**config.mk**
```make
export PLATFORM = sky130hd
export DESIGN_NAME = uart_dual_ring_fifo_top
export DESIGN_NICKNAME = d
export VERILOG_FILES = /design/src/hw/rtl/udrf_pkg.sv /design/src/hw/rtl/udrf_ring.sv /design/src/hw/rtl/uart_dual_ring_fifo_top.sv
export SDC_FILE = /design/constraint.sdc
export NUM_CORES = 1
export LEC_CHECK = 0
export ABC_AREA = 1
export BUFFER_PORTS_ARGS = -buffer_cell sky130_fd_sc_hd__buf_2
export CAP_MARGIN = 20
export CELL_PAD_IN_SITES_DETAIL_PLACEMENT = 0
export CELL_PAD_IN_SITES_GLOBAL_PLACEMENT = 1
export CORE_MARGIN = 5
export CORE_UTILIZATION = 54
export CTS_CLUSTER_DIAMETER = 80
export DETAILED_ROUTE_END_ITERATION = 8
export PLACE_DENSITY_LB_ADDON = 0.05
export REMOVE_ABC_BUFFERS = 1
export SLEW_MARGIN = 30
export SYNTH_ARGS = -nofsm -noshare
export SYNTH_HDL_FRONTEND = slang
export SYNTH_SLANG_ARGS = --single-unit
export TNS_END_PERCENT = 100
```
**constraint.sdc**
```tcl
create_clock -name clk -period 3.3 [get_ports clk]
set_clock_uncertainty 0.05 [all_clocks]
set_input_delay 0.165 -clock clk [delete_from_list [all_inputs] [get_ports clk]]
set_output_delay 0.165 -clock clk [all_outputs]
set_load 0.02 [all_outputs]
```
**src/hw/rtl/udrf_pkg.sv**
```systemverilog
// Shared types and constants for the dual serial-port ring buffer block.
// Used by the ring module, the top level and the port checker; no dependencies.
`default_nettype none

package udrf_pkg;

  localparam int RX_DEPTH_DEF = 16;
  localparam int TX_DEPTH_DEF = 16;

  // Width of the fill counts that every result carries.
  localparam int COUNT_W = 4;

  // Command codes.
  localparam logic [2:0] CMD_RX_BYTE   = 3'd0;
  localparam logic [2:0] CMD_TX_PUT    = 3'd1;
  localparam logic [2:0] CMD_TX_READY  = 3'd2;
  localparam logic [2:0] CMD_RX_READ   = 3'd3;
  localparam logic [2:0] CMD_CLEAR_ERR = 3'd4;
  localparam logic [2:0] CMD_RESET_PTR = 3'd5;

  // Bit positions in the sticky error flags.
  localparam int ERR_RX_FULL = 0;
  localparam int ERR_TX_FULL = 1;
  localparam int ERR_NO_DATA = 2;

  typedef struct packed {
    logic [2:0] cmd;
    logic [7:0] byte_in;
    logic [2:0] clear_mask;
  } req_t;

  typedef struct packed {
    logic [7:0]         read_byte;
    logic               send_valid;
    logic [7:0]         send_byte;
    logic               tx_irq_enable;
    logic [COUNT_W-1:0] rx_waiting;
    logic [COUNT_W-1:0] tx_waiting;
    logic [2:0]         error_bits;
  } resp_t;

  // Operation strobes from the controller to one ring.
  typedef struct packed {
    logic push;
    logic pop;
    logic clear;
  } ring_ctl_t;

  // Status from one ring back to the controller.
  typedef struct packed {
    logic               full;
    logic               empty;
    logic [COUNT_W-1:0] count;
  } ring_stat_t;

endpackage

`default_nettype wire

```
**src/hw/rtl/udrf_ring.sv**
```systemverilog
// One ring buffer: a synchronous byte memory plus its read and write pointers.
// Depends on udrf_pkg for the control and status structs.
`default_nettype none

module udrf_ring #(
  parameter int DEPTH = udrf_pkg::RX_DEPTH_DEF
) (
  input  wire logic                  clk,
  input  wire logic                  rst,
  input  wire udrf_pkg::ring_ctl_t   ctl,
  input  wire logic [7:0]            wdata,
  output      udrf_pkg::ring_stat_t  stat,
  output      logic [7:0]            rdata
);

  localparam int PTR_W = (DEPTH > 1) ? $clog2(DEPTH) : 1;
  localparam int CNT_W = PTR_W + 1;
  localparam int CW    = udrf_pkg::COUNT_W;

  logic [7:0]       mem [DEPTH];
  logic [PTR_W-1:0] wr_ptr;
  logic [PTR_W-1:0] rd_ptr;
  logic [PTR_W-1:0] wr_ptr_inc;
  logic [PTR_W-1:0] rd_ptr_inc;
  logic [CNT_W-1:0] fill;
  logic [CNT_W+CW-1:0] fill_ext;

  // The pointer is advanced first; the slot it then names is the one used.
  assign wr_ptr_inc = (wr_ptr == PTR_W'(DEPTH - 1)) ? '0 : wr_ptr + 1'b1;
  assign rd_ptr_inc = (rd_ptr == PTR_W'(DEPTH - 1)) ? '0 : rd_ptr + 1'b1;

  always_comb begin
    if (wr_ptr >= rd_ptr) begin
      fill = {1'b0, wr_ptr} - {1'b0, rd_ptr};
    end else begin
      fill = CNT_W'(DEPTH) - {1'b0, rd_ptr} + {1'b0, wr_ptr};
    end
    fill_ext = {{CW{1'b0}}, fill};
  end

  assign stat.full  = (wr_ptr_inc == rd_ptr);
  assign stat.empty = (wr_ptr == rd_ptr);
  assign stat.count = fill_ext[CW-1:0];

  always_ff @(posedge clk) begin
    if (rst) begin
      wr_ptr <= '0;
      rd_ptr <= '0;
    end else if (ctl.clear) begin
      wr_ptr <= '0;
      rd_ptr <= '0;
    end else begin
      if (ctl.push && !stat.full) begin
        wr_ptr <= wr_ptr_inc;
      end
      if (ctl.pop && !stat.empty) begin
        rd_ptr <= rd_ptr_inc;
      end
    end
  end

  // The next slot to be read is fetched every cycle; the controller only
  // keeps the word from the cycle in which it popped.
  always_ff @(posedge clk) begin
    if (ctl.push && !stat.full) begin
      mem[wr_ptr_inc] <= wdata;
    end
    rdata <= mem[rd_ptr_inc];
  end

endmodule

`default_nettype wire

```
**src/hw/rtl/uart_dual_ring_fifo_top.sv**
```systemverilog
// Top level of the dual serial-port ring buffer block: request decode, flags,
// result register. Depends on udrf_pkg and instantiates udrf_ring twice.
//
// Usage: one request channel (req_valid, req_stall, req_data) carries a command
// with a byte and an error clear mask; one response channel (resp_valid,
// resp_stall, resp_data) returns exactly one result for every request.
// A request is taken at a clock edge where req_valid is high and req_stall low.
// Each ring keeps one slot free, so it holds RX_DEPTH-1 or TX_DEPTH-1 bytes.
// The accepting edge performs the ring access (pointer update, memory write or
// the memory read of the slot being popped); the next edge loads the result
// register from the registered memory read data and the updated pointers and
// flags, and raises resp_valid.
// A new request is not taken while the last one is in its ring access, as the
// ring memories have a registered read. A new request is taken while a finished
// result is being handed off, as long as the receiver is not stalling it.
// Reset (rst, synchronous, active high) clears all pointers, the sticky error
// flags, the transmitter-ready interrupt enable and the response valid. The
// ring memories are not cleared; only written slots are ever read back.
// When the receiver holds resp_stall, the result stays put and req_stall rises
// until the result has been taken.
`default_nettype none

module uart_dual_ring_fifo_top #(
  parameter int RX_DEPTH = udrf_pkg::RX_DEPTH_DEF,
  parameter int TX_DEPTH = udrf_pkg::TX_DEPTH_DEF
) (
  input  wire logic            clk,
  input  wire logic            rst,
  input  wire logic            req_valid,
  output      logic            req_stall,
  input  wire udrf_pkg::req_t  req_data,
  output      logic            resp_valid,
  input  wire logic            resp_stall,
  output      udrf_pkg::resp_t resp_data
);

  // Controller phases: waiting for a request, or finishing one whose ring
  // access happened at the last edge.
  typedef enum logic [1:0] {
    ST_IDLE  = 2'b01,
    ST_FETCH = 2'b10
  } state_t;

  state_t state;
  state_t state_next;

  udrf_pkg::ring_ctl_t  rx_ctl;
  udrf_pkg::ring_ctl_t  tx_ctl;
  udrf_pkg::ring_stat_t rx_stat;
  udrf_pkg::ring_stat_t tx_stat;
  logic [7:0]           rx_rdata;
  logic [7:0]           tx_rdata;

  logic       accept;
  logic       take_resp;
  logic [2:0] sticky_errors;
  logic [2:0] sticky_errors_next;
  logic       ready_irq_on;
  logic       ready_irq_on_next;
  // Which memory word, if any, the pending result must carry.
  logic       read_hit;
  logic       send_hit;

  assign take_resp = resp_valid && !resp_stall;
  // A request waits while a ring access is in flight or while a result that
  // the receiver is stalling still occupies the result register.
  assign req_stall = (state == ST_FETCH) || (resp_valid && resp_stall);
  assign accept    = req_valid && !req_stall;

  // Ring strobes are only issued in the cycle of acceptance.
  always_comb begin
    rx_ctl = '0;
    tx_ctl = '0;
    if (accept) begin
      rx_ctl.push  = (req_data.cmd == udrf_pkg::CMD_RX_BYTE);
      rx_ctl.pop   = (req_data.cmd == udrf_pkg::CMD_RX_READ);
      rx_ctl.clear = (req_data.cmd == udrf_pkg::CMD_RESET_PTR);
      tx_ctl.push  = (req_data.cmd == udrf_pkg::CMD_TX_PUT);
      tx_ctl.pop   = (req_data.cmd == udrf_pkg::CMD_TX_READY);
      tx_ctl.clear = (req_data.cmd == udrf_pkg::CMD_RESET_PTR);
    end
  end

  udrf_ring #(
    .DEPTH (RX_DEPTH)
  ) u_rx_ring (
    .clk   (clk),
    .rst   (rst),
    .ctl   (rx_ctl),
    .wdata (req_data.byte_in),
    .stat  (rx_stat),
    .rdata (rx_rdata)
  );

  udrf_ring #(
    .DEPTH (TX_DEPTH)
  ) u_tx_ring (
    .clk   (clk),
    .rst   (rst),
    .ctl   (tx_ctl),
    .wdata (req_data.byte_in),
    .stat  (tx_stat),
    .rdata (tx_rdata)
  );

  // Sticky flags and the interrupt enable follow the command, judged against
  // the ring status before the access.
  always_comb begin
    sticky_errors_next = sticky_errors;
    ready_irq_on_next  = ready_irq_on;
    if (accept) begin
      case (req_data.cmd)
        udrf_pkg::CMD_RX_BYTE: begin
          if (rx_stat.full) begin
            sticky_errors_next[udrf_pkg::ERR_RX_FULL] = 1'b1;
          end
        end
        udrf_pkg::CMD_TX_PUT: begin
          if (tx_stat.full) begin
            sticky_errors_next[udrf_pkg::ERR_TX_FULL] = 1'b1;
          end
          ready_irq_on_next = 1'b1;
        end
        udrf_pkg::CMD_TX_READY: begin
          if (tx_stat.empty) begin
            ready_irq_on_next = 1'b0;
          end
        end
        udrf_pkg::CMD_RX_READ: begin
          if (rx_stat.empty) begin
            sticky_errors_next[udrf_pkg::ERR_NO_DATA] = 1'b1;
          end
        end
        udrf_pkg::CMD_CLEAR_ERR: begin
          sticky_errors_next = sticky_errors & ~req_data.clear_mask;
        end
        default: begin
        end
      endcase
    end
  end

  always_comb begin
    state_next = state;
    unique case (state)
      ST_IDLE: begin
        if (accept) begin
          state_next = ST_FETCH;
        end
      end
      ST_FETCH: begin
        state_next = ST_IDLE;
      end
      default: begin
        state_next = ST_IDLE;
      end
    endcase
  end

  always_ff @(posedge clk) begin
    if (rst) begin
      state         <= ST_IDLE;
      sticky_errors <= '0;
      ready_irq_on  <= 1'b0;
      resp_valid    <= 1'b0;
    end else begin
      state         <= state_next;
      sticky_errors <= sticky_errors_next;
      ready_irq_on  <= ready_irq_on_next;
      // The result register is always empty or being drained when a fetch
      // finishes, since acceptance required that.
      if (state == ST_FETCH) begin
        resp_valid <= 1'b1;
      end else if (take_resp) begin
        resp_valid <= 1'b0;
      end
    end
  end

  always_ff @(posedge clk) begin
    if (accept) begin
      read_hit <= (req_data.cmd == udrf_pkg::CMD_RX_READ) && !rx_stat.empty;
      send_hit <= (req_data.cmd == udrf_pkg::CMD_TX_READY) && !tx_stat.empty;
    end
  end

  // In the fetch cycle the pointers and flags already hold their new values
  // and the popped memory word sits in the ring's read register.
  always_ff @(posedge clk) begin
    if (state == ST_FETCH) begin
      resp_data.read_byte     <= read_hit ? rx_rdata : 8'd0;
      resp_data.send_valid    <= send_hit;
      resp_data.send_byte     <= send_hit ? tx_rdata : 8'd0;
      resp_data.tx_irq_enable <= ready_irq_on;
      resp_data.rx_waiting    <= rx_stat.count;
      resp_data.tx_waiting    <= tx_stat.count;
      resp_data.error_bits    <= sticky_errors;
    end
  end

endmodule

`default_nettype wire

```
Word level (Yosys, flattened, before mapping) --
Memory sizes are Yosys's and may differ from the RTL's. A register that Yosys moved wholly into a read port is not among the register bits. Cells that the tools add are included.
Operators by class: muxes and demuxes 22, magnitude comparators 2, $add $sub $neg 10, reductions and logical operators 29, bitwise operators 3, equal/unequal tests 19
Operator list (number):
- 4-bit 2-to-1 mux | 6
- 4-bit by 1-bit adder with 4-bit output (second input constant) | 4
- 4-bit == test | 4
- 4-bit == test (second input constant) | 4
- 3-bit AND reduction | 4
- 1-bit 2-to-1 mux | 10
- 2-bit nonzero test | 5
- 1-bit logical AND | 9
- 4-bit adder | 2
- 4-bit >= comparator | 2
- 2-bit by 1-bit inequality test with 1-bit output (second input constant) | 4
- 1-bit case mux with 2 select lines | 4
- 1-bit by 4-bit subtractor with 4-bit output (first input constant) | 2
- 4-bit subtractor | 2
- 3-bit by 2-bit == test with 1-bit output (second input constant) | 2
- 3-bit == test (second input constant) | 2
- 1-bit logical NOT | 6
- 3-bit 2-to-1 mux | 2
- 2-bit OR reduction | 3
- 3-bit bitwise AND | 1
- 3-bit by 1-bit == test with 1-bit output (second input constant) | 1
- 3-bit logical NOT | 1
- 3-bit NOT | 1
- 2-bit by 1-bit == test with 1-bit output (second input constant) | 1
- other kinds (3) | 3
Word-level totals: logic and storage cells 106, bits in registers 54, memories kept 2, bits in writable memories 256
Memory list:
- u_rx_ring.mem | depth 16, bits a word 8, rd ports 1, clocked after Yosys merged registers in 1, wr ports 1, line udrf_ring.sv:20 | logic [7:0] mem [DEPTH];
- u_tx_ring.mem | depth 16, bits a word 8, rd ports 1, clocked after Yosys merged registers in 1, wr ports 1, line udrf_ring.sv:20

Longest topological paths before layout --
depth after elaboration 8, depth in mapped cells 13, depth with buffers taken out 12

Hierarchy --
A second synthesis with hierarchy kept.
Second synthesis, totals: cells, all modules 1300, area, all modules 14074.7 um^2
Modules (own cells, without submodules):
- udrf_ring at u_rx_ring | cells each 581, area each 6306.0 um^2, times used 1, sequential area each 4164.0 um^2
- udrf_ring at u_tx_ring | cells each 590, area each 6292.3 um^2, times used 1, sequential area each 4164.0 um^2
- uart_dual_ring_fifo_top | cells each 129, area each 1476.4 um^2, times used 1, sequential area each 1071.0 um^2

Worst setup path before layout --
Ideal clock, no wire load.
path kind reg2reg, from register u_rx_ring.wr_ptr[1], to memory u_rx_ring.mem[10][0] (enable), buffers on the path 0, data arrival time 1792 ps, stages on the path, launching flop included 12, path slack 1088 ps, required time 2880 ps, cells stage by stage dfxtp_1 > inv_1 > ha_1 > inv_1 > nand2_1 > nand3_1 > nor2_1 > nand3_2 > nand2_2 > inv_2 > nand2_1 > nor2_1
Between the ends: word-level cells in the longest chain between the ends 7, elaborated cells between the ends (all ways) 8
RTL lines:
- start: declaration | line udrf_ring.sv:21 | logic [PTR_W-1:0] wr_ptr;
- start signal: assignment | line udrf_ring.sv:54 | wr_ptr <= wr_ptr_inc;
- 4-bit by 1-bit adder with 4-bit output / 4-bit == test (equally long branches) | line udrf_ring.sv:29 | assign wr_ptr_inc = (wr_ptr == PTR_W'(DEPTH - 1)) ? '0 : wr_ptr + 1'b1;
- 4-bit 2-to-1 mux * | line udrf_ring.sv:29
- net u_rx_ring.wr_ptr_inc[1] | line udrf_ring.sv:23 | logic [PTR_W-1:0] wr_ptr_inc;
- 4-bit == test | line udrf_ring.sv:41 | assign stat.full = (wr_ptr_inc == rd_ptr);
- 1-bit logical NOT | line udrf_ring.sv:65 | if (ctl.push && !stat.full) begin
- 1-bit logical AND | line udrf_ring.sv:65
- 1-bit 2-to-1 mux | line udrf_ring.sv:65
- 1-bit 2-to-1 mux (not written as such) | line udrf_ring.sv:66 | mem[wr_ptr_inc] <= wdata;
- end: declaration | line udrf_ring.sv:20
Mark *: on every way through the listed nets, which the timed path passes. The rest lies on a longest branch.

Worst setup path after layout --
from register u_rx_ring.wr_ptr[1], to memory u_rx_ring.mem[10][3] (enable)
The elaborated chain is that of the path after synthesis.

==> flow_summary.rst <==
.. list-table::
   :header-rows: 1

   * - Metric
     - Value
   * - Maximum number of pins on one net before global-route repair
     - 128
   * - Top Ports
     - 49
   * - Final setup margin
     - 0.520 ns
   * - Maximum operating frequency
     - 360 MHz
   * - Largest fanout on the critical path
     - 9
   * - Slew of the pin with the lowest slew margin
     - 0.835 ns
   * - Element type at the critical path end
     - flop
   * - Clock slew seen by the registers of the worst setup and hold paths
     - 0.06 ns
   * - Total of endpoints with negative setup slack in the final report
     - 0
   * - Share of the clock period used by the worst path after layout
     - 84.2%
   * - Class of the tightest hold or removal check
     - input pin to flop
   * - Synthesis Warnings
     - 0
   * - Slew margin rel.
     - 44.3%
   * - Global routing usage summed across all routing layers
     - 21.8%
   * - Worst supply voltage drop on vdd
     - 0.359 mV
   * - Buffer levels on the longest clock path
     - 3
   * - Core Rows
     - 58
   * - Hold slack
     - 0.0172 ns
   * - Die span in y
     - 169 um
   * - Syn Inst Count
     - 1,206
   * - Die Outline Area
     - 28,700 um^2
   * - Cell type with the highest aggregate area in the netlist
     - edfxtp_1
   * - Number of vias in the routed layout
     - 8,732
   * - Kind of launch point of the worst setup path
     - flop
   * - Power density over the cells
     - 565 nW/um^2
   * - Post-synthesis to final-layout area growth
     - 11.3%
   * - Area of the mapped netlist
     - 13,700 um^2
   * - Total global routing overflow
     - 0
   * - Signal arrival time at the worst endpoint
     - 2.87 ns
   * - Vias in the first global route
     - 8,149
   * - Number of diodes
     - 0
   * - Total Wirelength
     - 31,300 um
   * - Via-per-instance ratio
     - 5.43
   * - Total power
     - 8.62 mW
   * - Number of iterations in the first detailed-routing pass
     - 5
   * - Setup repair after global routing missed its margin
     - no
   * - DRC errors left
     - 0
   * - Max-Cap Viols
     - 0
   * - Setup tns final
     - 0 ns
   * - Clock tree sinks
     - 326
   * - Die boundary width
     - 169 um
   * - Post-synth cell types
     - 36
   * - Sequential cell area fraction in the yosys report
     - 68.5%
   * - Final cell count without fillers
     - 1,609
   * - Clock tree from TritonCTS
     - done
   * - Share of Yosys cell area claimed by the top area cell type
     - 62.8%
   * - Dominant cell by count in the synthesized netlist
     - edfxtp_1
   * - Average routed wire per standard cell
     - 19.4 um
   * - Initial antenna violation count
     - 0
   * - Total of flip-flops plus latches after synthesis
     - 326
   * - Detail Route Antenna Nets
     - 0
   * - Core Area
     - 25,100 um^2
   * - Worst Path Required
     - 3.39 ns
   * - Setup Crit Path Kind
     - flop to flop
   * - Placed insts
     - 1,544
   * - Wire length of the first global-routing pass
     - 47,800 um
   * - GPL Wtd Cong
     - 0.831
   * - Total number of H-tree levels
     - 2
   * - Leakage component of the power
     - 5.97 nW
   * - PortBufs
     - 48
   * - Register-to-Register Setup Slack
     - 0.52 ns
   * - Initial core utilization
     - 54.7%
   * - Finished Cell Area
     - 15,300 um^2
   * - Initial DRC count
     - 984
   * - Post-DP HPWL
     - 19,200 um
   * - Clock Tree Root
     - clkbuf_16
   * - Top_reg_cell synth
     - edfxtp_1
   * - Fraction of layout cells with a size suffix above 1
     - 11.5%
   * - Final core occ
     - 60.8%
   * - Share of flip-flops with an asynchronous set or reset
     - 0%
   * - Number of nets in the layout
     - 1,292
   * - Final Max Tran Viols
     - 0
   * - Total count of hold-check failures in the final report
     - 0
   * - Result of the run
     - completed
   * - Top cells by area in the synthesized netlist
     - edfxtp_1 63%, dfxtp_1 5.7%, nand2_1 5.2%
   * - Most frequent cells after synthesis
     - 287 x edfxtp_1, 190 x nand2_1, 159 x inv_1, 142 x nand3_1, 99 x a21oi_1
   * - Number of enable flip-flop cells after synthesis
     - 287
   * - Worst slack after detailed placement
     - 0.533 ns
   * - Number of instances resized during post-cts repair
     - 0
   * - Post-route minimum period
     - 2.78 ns
   * - Mean cell area of the mapped netlist
     - 11.4 um^2
   * - Cell area after placement
     - 14,100 um^2
   * - Clock latency reported for the late side of the worst-skew pair
     - 0.51 ns
   * - TritonCTS buffer count
     - 35
==> what timing repair did <==
item / 4_1_cts / 5_1_grt
buffers inserted: 0 / 0
hold buffers: 2 / 0
endpoints found under the hold margin: 5 / 0
==> placed cells by master, fill, tap and decap left out, types with 4 or more instances in the layout <==
cell type    n
xnor2_1      4
inv_1      159
inv_2        7
nand2_4      4
dfxtp_1     39
nand2_2      9
clkinv_1     4
edfxtp_1   287
buf_2       48
clkbuf_1     8
nor2_1      61
a21oi_1     99
nand4_1      7
o21ai_1      9
ha_1        18
nand2_1    190
nand3_1    142
clkbuf_16   37
o21ai_0     87
o211ai_1    11
buf_4        8
clkinv_2     9
==> path summary, 6_finish.rpt <==
kind | start | to | depth (start not counted)
hold reg to reg | sticky_errors[2] | resp_data[2] | 0
setup / recovery | u_rx_ring.wr_ptr[1] | u_rx_ring.mem[10][3] | 11
hold / removal | req_data[2] | sticky_errors[2] | 4
setup reg to reg | u_rx_ring.wr_ptr[1] | u_rx_ring.mem[10][3] | 11
==> cell type report <==
cell class / instances / area [um^2]
Timing Repair Buffer: 60 / 368
Multi-Input combinational cell: 662 / 3360
Sequential cell: 326 / 9400
Tap cell: 330 / 413
Inverter: 169 / 637
Clock inverter: 14 / 98.8
Clock buffer: 48 / 997
Fill cell: 2087 / 9840
==> registers in the layout, indices dropped and copies added, names as in the netlist, 4 cells and up <==
register and count:
resp_data 29, u_rx_ring.mem 128, u_rx_ring.rd_ptr 4, u_rx_ring.rdata 8, u_rx_ring.wr_ptr 4, u_tx_ring.mem 128, u_tx_ring.rd_ptr 4, u_tx_ring.rdata 8
u_tx_ring.wr_ptr 4
==> metal layers <==
| layer | vias to the layer above | share of wire (%) | wire [um] | track usage [%] |
|---|---|---|---|---|
| met5 | - | 0 | 0 | 0 |
| met4 | 0 | 1.3 | 393 | 4.87 |
| met3 | 34 | 6.6 | 2070 | 3.14 |
| met2 | 285 | 43 | 13600 | 31.2 |
| met1 | 4172 | 49 | 15200 | 35.6 |
| li1 | 4241 | - | - | - |
==> power by group <==
part	switching, mW	internal (mW)
registers	0.0254	4.52
clock network	1.54	2.20
logic	0.253	0.0914
==> cells by family (layout without fill, tap and decap cells) <==
family / Yosys count / count (layout) / share of synthesized area [%]
adders and majority gates: 20 / 20 / 1.93
xor gates and xnor gates: 6 / 6 / 0.383
AOI/OAI and AO/OA: 213 / 213 / 8.33
buffers and inverters: 218 / 291 / 7.10
and+or+nand+nor: 423 / 423 / 13.8
DFF: 326 / 326 / 68.5
==> critical path: stages, from the launching register on <==
cell and delay [ns]:
dfxtp_1 0.49, inv_1 0.15, ha_1 0.33, inv_1 0.06, nand2_1 0.04, nand3_1 0.08
nor2_1 0.06, nand3_2 0.08, nand2_2 0.10, inv_2 0.15, nand2_1 0.22, nor2_1 0.58
No activity file was read; power rests on OpenSTA's default activity.
